$ cat src/hdl/hjdf_pkg.sv
`default_nettype none
package hjdf_pkg;

  localparam int unsigned BAND_W   = 12;
  localparam int unsigned OUT_W    = 12;
  localparam int unsigned CFG_IDX_W = 8;

  localparam logic [CFG_IDX_W-1:0] REG_HYST_BAND = 8'd0;
  localparam logic [CFG_IDX_W-1:0] REG_JUMP_BAND = 8'd1;

  localparam logic [BAND_W-1:0] HYST_BAND_RST = 12'd16;
  localparam logic [BAND_W-1:0] JUMP_BAND_RST = 12'd256;

  typedef struct packed {
    logic [BAND_W-1:0] hyst_band;
    logic [BAND_W-1:0] jump_band;
  } cfg_t;

endpackage
`default_nettype wire

$ cat src/hdl/hysteresis_jump_damping_filter.sv
`default_nettype none
// Hysteresis / jump-damping filter for raw converter samples.
// Input channel: in_valid_i / in_ready_o with raw_sample_i, one sample per item.
// Output channel: out_valid_o / out_ready_i with filtered_sample_o, one value
// per input item, in order: the held value after that sample.
// Config channel: cfg_valid_i / cfg_ready_o, cfg_index_i selects
// 0 = hysteresis band, 1 = jump band; other indexes are ignored. cfg_ready_o
// is always high; write only while no item is in flight.
// An accepted item moves on from the input register when the output is free.
// Throughput: one item per clock without an output stall, set by the single
// compare/average stage between the input register and the result register.
// Stall: a held result keeps out_valid_o and its value; one more item waits in
// the input register, after which in_ready_o drops until the result is taken.
// Reset: both bands return to 16 and 256, the held value clears and the next
// sample is adopted as it is; the pipeline empties.
module hysteresis_jump_damping_filter #(
  parameter int unsigned SAMPLE_BITS = 12
) (
  input  wire logic                          clk_i,
  input  wire logic                          rst_ni,
  input  wire logic                          in_valid_i,
  output logic                               in_ready_o,
  input  wire logic [SAMPLE_BITS-1:0]        raw_sample_i,
  output logic                               out_valid_o,
  input  wire logic                          out_ready_i,
  output logic [hjdf_pkg::OUT_W-1:0]         filtered_sample_o,
  input  wire logic                          cfg_valid_i,
  output logic                               cfg_ready_o,
  input  wire logic [hjdf_pkg::CFG_IDX_W-1:0] cfg_index_i,
  input  wire logic [hjdf_pkg::BAND_W-1:0]   cfg_data_i
);

  hjdf_pkg::cfg_t cfg;

  logic                   in_vld_q, in_vld_d;
  logic [SAMPLE_BITS-1:0] in_smp_q;
  logic                   out_vld_q, out_vld_d;
  logic [SAMPLE_BITS-1:0] held_q, held_d;
  logic                   first_q;
  logic                   advance, accept;

  hjdf_cfg u_cfg (
    .clk_i       (clk_i),
    .rst_ni      (rst_ni),
    .cfg_valid_i (cfg_valid_i),
    .cfg_ready_o (cfg_ready_o),
    .cfg_index_i (cfg_index_i),
    .cfg_data_i  (cfg_data_i),
    .cfg_o       (cfg)
  );

  hjdf_core #(.SAMPLE_BITS(SAMPLE_BITS)) u_core (
    .sample_i (in_smp_q),
    .held_i   (held_q),
    .first_i  (first_q),
    .cfg_i    (cfg),
    .held_o   (held_d)
  );

  assign advance    = in_vld_q && (!out_vld_q || out_ready_i);
  assign in_ready_o = !in_vld_q || advance;
  assign accept     = in_valid_i && in_ready_o;

  always_comb begin
    in_vld_d  = accept ? 1'b1 : (advance ? 1'b0 : in_vld_q);
    out_vld_d = advance ? 1'b1 : (out_ready_i ? 1'b0 : out_vld_q);
  end

  always_ff @(posedge clk_i or negedge rst_ni) begin
    if (!rst_ni) begin
      in_vld_q  <= 1'b0;
      out_vld_q <= 1'b0;
      first_q   <= 1'b1;
      held_q    <= '0;
    end else begin
      in_vld_q  <= in_vld_d;
      out_vld_q <= out_vld_d;
      if (advance) begin
        first_q <= 1'b0;
        held_q  <= held_d;
      end
    end
  end

  always_ff @(posedge clk_i) begin
    if (accept) begin
      in_smp_q <= raw_sample_i;
    end
  end

  assign out_valid_o       = out_vld_q;
  assign filtered_sample_o = hjdf_pkg::OUT_W'(held_q);

endmodule
`default_nettype wire

$ cat src/hdl/hjdf_cfg.sv
`default_nettype none
module hjdf_cfg (
  input  wire logic                          clk_i,
  input  wire logic                          rst_ni,
  input  wire logic                          cfg_valid_i,
  output logic                               cfg_ready_o,
  input  wire logic [hjdf_pkg::CFG_IDX_W-1:0] cfg_index_i,
  input  wire logic [hjdf_pkg::BAND_W-1:0]   cfg_data_i,
  output hjdf_pkg::cfg_t                     cfg_o
);

  hjdf_pkg::cfg_t cfg_q, cfg_d;

  assign cfg_ready_o = 1'b1;

  always_comb begin
    cfg_d = cfg_q;
    if (cfg_valid_i) begin
      unique case (cfg_index_i)
        hjdf_pkg::REG_HYST_BAND: cfg_d.hyst_band = cfg_data_i;
        hjdf_pkg::REG_JUMP_BAND: cfg_d.jump_band = cfg_data_i;
        default: ;
      endcase
    end
  end

  always_ff @(posedge clk_i or negedge rst_ni) begin
    if (!rst_ni) begin
      cfg_q.hyst_band <= hjdf_pkg::HYST_BAND_RST;
      cfg_q.jump_band <= hjdf_pkg::JUMP_BAND_RST;
    end else begin
      cfg_q <= cfg_d;
    end
  end

  assign cfg_o = cfg_q;

endmodule
`default_nettype wire

$ cat src/hdl/hjdf_core.sv
`default_nettype none
module hjdf_core #(
  parameter int unsigned SAMPLE_BITS = 12
) (
  input  wire logic [SAMPLE_BITS-1:0] sample_i,
  input  wire logic [SAMPLE_BITS-1:0] held_i,
  input  wire logic                   first_i,
  input  wire hjdf_pkg::cfg_t         cfg_i,
  output logic [SAMPLE_BITS-1:0]      held_o
);

  localparam int unsigned DW =
    ((SAMPLE_BITS > hjdf_pkg::BAND_W) ? SAMPLE_BITS : hjdf_pkg::BAND_W) + 2;

  logic signed [DW-1:0] s_x, p_x, h_x, j_x, d;
  logic [SAMPLE_BITS:0]  sum;
  logic follow_up, follow_dn, jump;

  always_comb begin
    s_x = $signed(DW'(sample_i));
    p_x = $signed(DW'(held_i));
    h_x = $signed(DW'(cfg_i.hyst_band));
    j_x = $signed(DW'(cfg_i.jump_band));
    d   = s_x - p_x;
    sum = {1'b0, held_i} + {1'b0, sample_i};

    follow_up = (d > h_x) && (d < j_x);
    follow_dn = (d < -h_x) && (d > -j_x);
    jump      = (d >= j_x) || (d <= -j_x);

    if (first_i) begin
      held_o = sample_i;
    end else if (follow_up || follow_dn) begin
      held_o = sample_i;
    end else if (jump) begin
      held_o = sum[SAMPLE_BITS:1];
    end else begin
      held_o = held_i;
    end
  end

endmodule
`default_nettype wire

$ cat config.mk
export PLATFORM = sky130hd
export DESIGN_NAME = hysteresis_jump_damping_filter
export DESIGN_NICKNAME = d
export VERILOG_FILES = /design/src/hdl/hjdf_pkg.sv /design/src/hdl/hysteresis_jump_damping_filter.sv /design/src/hdl/hjdf_cfg.sv /design/src/hdl/hjdf_core.sv
export SDC_FILE = /design/constraint.sdc
export NUM_CORES = 1
export LEC_CHECK = 0
export BUFFER_PORTS_ARGS = -buffer_cell sky130_fd_sc_hd__buf_2
export CORE_AREA = 3 3 133 135
export DETAILED_ROUTE_END_ITERATION = 10
export DIE_AREA = 0 0 136 138
export GPL_TIMING_DRIVEN = 0
export PLACE_DENSITY = 0.57
export SYNTH_ARGS = -nofsm -noshare
export SYNTH_HDL_FRONTEND = slang
export SYNTH_SLANG_ARGS = --single-unit
$ cat constraint.sdc
create_clock -name clk_i -period 3.9 [get_ports clk_i]
set_input_delay 0.39 -clock clk_i [delete_from_list [all_inputs] [get_ports clk_i]]
set_output_delay 0.39 -clock clk_i [all_outputs]
set_load 0.02 [all_outputs]
[Yosys cells after proc, flatten, opt, wreduce, memory -nomap -nowiden]
Index checks and enable logic that the tools add are counted.
Widths: inputs -> output; s select.
Cells by class
  order comparisons: 6
  muxes and demuxes: 7
  equal/unequal tests: 1
  shift-type cells: 0
  multipliers: 0
  reductions and logical operators: 17
  div/mod/pow operators: 0
  bitwise gates (word level): 0
  $add $sub $neg: 4
Operators by type and width (count)
  $mux 12: 3
  $neg 12->14: 2
  $ge 14x13->1: 1
  $gt 14x13->1: 1
  $gt 14x14->1: 1
  $le 14x14->1: 1
  $lt 14x13->1: 1
  $lt 14x14->1: 1
  $add 12x12->13: 1
  $sub 12x12->13: 1
  $eq 8x1->1 const B: 1
  $logic_not 8->1: 1
  $reduce_and 2->1: 3
  $logic_and 1x1->1: 4
  $logic_or 1x1->1: 4
  $mux 1: 4
  $reduce_bool 2->1: 2
  $reduce_bool 3->1: 1
  $logic_not 1->1: 2
Word-level totals
  input port bits: 37
  ROM bits: 0
  latch bits: 0
  memories kept: 0
  register bits after elaboration: 51
  output and inout bits: 15
  RAM bits: 0

[Depth between registers and ports, before layout]
  depth in word-level cells: 6
  mapped depth: 19
  depth with buffers taken out: 18

[By module]
Synthesis repeated with hierarchy kept, for this count alone.
Unflattened totals
  cell total of the unflattened synthesis: 499
  area, all modules: 5002.3 um^2
Modules (own cells, without submodules)
  hjdf_core: area an instance 3037.9 um^2, seq. area each 0.0 um^2, times used 1, cells an instance 395
  hysteresis_jump_damping_filter: area an instance 985.9 um^2, seq. area each 737.0 um^2, times used 1, cells an instance 47
  hjdf_cfg: area an instance 978.4 um^2, seq. area each 603.1 um^2, times used 1, cells an instance 57

[Worst setup path before layout]
Ideal clock, no wire load.
  kind: reg-to-reg
  start: reg held_q[2], in the netlist filtered_sample_o[2]
  end: reg held_q[5], in the netlist filtered_sample_o[5]
  stages on the path, launching flop included: 19
  required time: 3.768 ns
  library setup time: 0.132 ns
  period minus slack after synthesis: 4.146 ns
  data arrival time: 4.014 ns
  slack: -0.246 ns
  path through: dfrtp_1 > inv_1 > ha_1 > clkbuf_1 > o211ai_1 > a21o_1 > a221oi_1 > nor2_1 > inv_1 > ha_1 > o211ai_1 > a21oi_1 > a2111oi_0 > and4b_1 > o41ai_1 > o221ai_1 > buf_2 > nand3_1 > o221ai_2
On the way
  cells in the longest elaborated chain, start to end: 6
Ends and longest elaborated chain
  from (decl): line hysteresis_jump_damping_filter.sv:38  | logic [SAMPLE_BITS-1:0] held_q, held_d;
  from (signal assigned): line hysteresis_jump_damping_filter.sv:80  | held_q <= held_d;
  $sub 12x12->13: line hjdf_core.sv:24  | d = s_x - p_x;
  $gt 14x13->1, or another cell as far along: line hjdf_core.sv:27  | follow_up = (d > h_x) && (d < j_x);
  $logic_and 1x1->1 (on tied branches): line hjdf_core.sv:27, hjdf_core.sv:28
  $logic_or 1x1->1: line hjdf_core.sv:33  | end else if (follow_up || follow_dn) begin
  $reduce_bool 3->1 (no source line) / $mux 12 (equally long branches)
  $reduce_and 2->1 (no source line) / $mux 12 (equally long branches)
Several ways; a longest one is shown, not always the timed one. The select of a mux whose other input is x is not followed.
A chain may end at the register's enable or synchronous reset.

[Worst setup path after layout]
  start: reg in_smp_q[1]
  end: reg held_q[8], in the netlist filtered_sample_o[8]
On the way
  cells in the longest elaborated chain, start to end: 6
Ends and longest elaborated chain
  from (decl): line hysteresis_jump_damping_filter.sv:36  | logic [SAMPLE_BITS-1:0] in_smp_q;
  from (signal assigned): line hysteresis_jump_damping_filter.sv:87  | in_smp_q <= raw_sample_i;
  $sub 12x12->13: line hjdf_core.sv:24
  $gt 14x13->1, or another cell as far along: line hjdf_core.sv:27
  $logic_and 1x1->1 (on tied branches): line hjdf_core.sv:27, hjdf_core.sv:28
  $logic_or 1x1->1: line hjdf_core.sv:33
  $reduce_bool 3->1 (no source line) / $mux 12 (equally long branches)
  $reduce_and 2->1 (no source line) / $mux 12 (equally long branches)
Several ways; a longest one is shown, not always the timed one. The select of a mux whose other input is x is not followed.

==> reports/metrics.cfg <==
[placed_design]
dp_hpwl_mm=10.9
port_buffers=50
place_area_um2=5530
dp_cells=825
gp_congestion=0.840

[worst_setup_path]
cp_data_arrival_time_ps=4090
crit_type=reg -> reg
rrSetupSlack_ps=-10
cp-end-kind=flip-flop
required_ps=4080
critPathMaxFanout=5
startpoint_type=flip-flop

[floorplanning]
die-area_um2=18800
die_x_um=136
io_pins=52
design.core.area_um2=16600
die-height_um=138
row_count=47
start_util_pct=30.0

[logic_synthesis]
syn_area_um2=4970
synth-seq-cells=51
synth_ff_type=dfrtp_1
netlist_instances=555
synth_edf_count=12
synth.distinct_cells=69
ys_warn_count=0
async_flop_share_pct=76.5
synth_seq_area_share_pct=27.0
syn_nets=656
avgSynthCellArea_um2=8.95

[drt]
drt-initial-drc-count=217
viasPerCell=5.09
dr.pass1.iters=4
wl_mm=14.5
drtAntennaViolNets=0
drc=0
wire_per_inst_um=16.4
dr_total_vias=4518

[sta]
rsz0062_at_grt=yes
setup_viol=1
worst_pin_slew_ps=983
postLayoutSetupSlackWorst_ps=-10.1
slew_headroom_pct=34.5
fmax_mhz=256
final_max_slew_viol_count=0
min_period_ps=3910
clock_skew_ps=9.22
timing.final.crit_share_pct=100
hold_viol=0

[power]
power_leakage_nw=2.89
p_total_mw=6.60
power_density_nw_per_um2=956
vdd_drop_max_mv=0.445

[final_layout]
final_util_pct=41.7
area_growth_pct=39.1
layout_commonest_cell=buf_4
antenna_cells=0
fill_cells=1614
nNetsFinal=767
layout_common_cells=buf_4 (57), buf_2 (51), inv_1 (47)
fin_area_um2=6910
drive_gt1_share_pct=38.8
fin_cells=887

[global_route]
grt_pass1_vias=4683
grt_pass1_wl_mm=23.4
busiest_layer=met2
track_usage_pct=15.4
use_met2_pct=27.1
grt_use_met1_pct=19.7
overflow=0
grt_max_degree=40
antenna_found_initial=0
use_met3_pct=2.51

[clock_tree]
clockBufferDepth=2
clk_pin_slew_ps=70
cts_made_buffers=5
tritoncts=yes
cts_max_level=2
cts.sinks=51
cts_hold_buffers=0
root_buffer=clkbuf_16
clkLatencyLatePin_ps=300

[status]
violations=setup timing
status=finished with violations

[job]
cap_violations=0

[hold_path]
min_path_type=in -> async

## layer usage
metal	routed length (µm)	share of wire, %
met5	0	0
met2	7350	51
met3	435	3.0
met4	185	1.3
met1	6560	45
## flip-flops by register name (all words and copies together), names as in the netlist
name	count
out_valid_o	1
in_smp_q	12
u_cfg.cfg_o	24
filtered_sample_o	12
first_q	1
in_vld_q	1
## synth_stat cells, drive strengths merged, types with 9 or more instances
master,count,area (µm²)
a21o,10,75.1
a21oi,33,165
buf,9,65.1
clkbuf,14,52.6
dfrtp,36,901
edfxtp,12,360
ha,62,776
inv,58,218
mux2,15,169
nand2,29,109
nand2b,15,93.8
nand3,21,105
nand4,9,56.3
nor2,41,154
nor3,12,60.1
o21ai,19,95.1
o221ai,15,213
xnor2,33,289
## critical path, cell delays in order (launching register included)
cell and delay [ps]:
edfxtp_1 510, ha_4 330, nand2b_4 60, nand2b_1 80, a21oi_2 70, xnor2_2 290
ha_1 320, a21o_1 200, a21o_1 180, a211oi_4 280, nor3_2 70, nor4b_4 130
or4_4 600, nand4_1 120, o31a_1 260, buf_6 170, o221ai_2 110
## cell type report
type	count	area [µm²]	share of cell area [%]
inverter	58	220	3.19
buffer	18	145	2.10
clock inverter	2	35.0	0.507
clock buffer	6	139	2.01
sequential	51	1340	19.4
timing repair buffer	109	734	10.6
multi-input combinational	423	4020	58.2
tap	220	275	3.98
## what timing repair did
action / CTS / global route
hold endpoints to repair: 0 / 0
cloned: 1 / 1
pin swaps: 16 / 50
setup buffers: 19 / 38
setup endpoints to repair: 12 / 12
resized for setup: 57 / 84
## power breakdown
part           switching (mW)  internal (mW)
Clock                   0.211          0.320
Combinational            2.78           2.56
Sequential             0.0822          0.644
Total                    3.08           3.53
## cells by family (layout without fill, tap and decap cells)
logic type	count (synthesis)	count (layout)	synth area share [%]
other	1	1	0.0755
AND/OR/NAND/NOR	168	168	17.5
adder cells (fa/ha/maj)	64	64	16.4
buffers and inverters	81	193	6.75
AO/OA/AOI/OAI	133	133	20.6
XOR/XNOR	41	41	8.06
multiplexers	16	16	3.60
flip-flops	51	51	27.0
## through the flow
step	hold slack, ps	worst slack [ps]	setup TNS, ps
floorplan	94.4	8.13	0
global placement	495	-796	-9370
detailed placement	494	-834	-9760
CTS	252	-125	-1390
global route	249	-133	-1340
finish	239	-10.1	-10.1
## path summary, 6_finish.rpt
path | startpoint | end | cells past startpoint
worst max-delay path | in_smp_q[1] | filtered_sample_o[8] | 16
worst min-delay path | rst_ni | out_valid_o | 1
worst max register to register | in_smp_q[1] | filtered_sample_o[8] | 16
worst min register to register | first_q | first_q | 2
max in group asynchronous | rst_ni | filtered_sample_o[7] | 1
min in group clk_i | raw_sample_i[4] | in_smp_q[4] | 1
No activity file was read; power rests on OpenSTA's default activity.
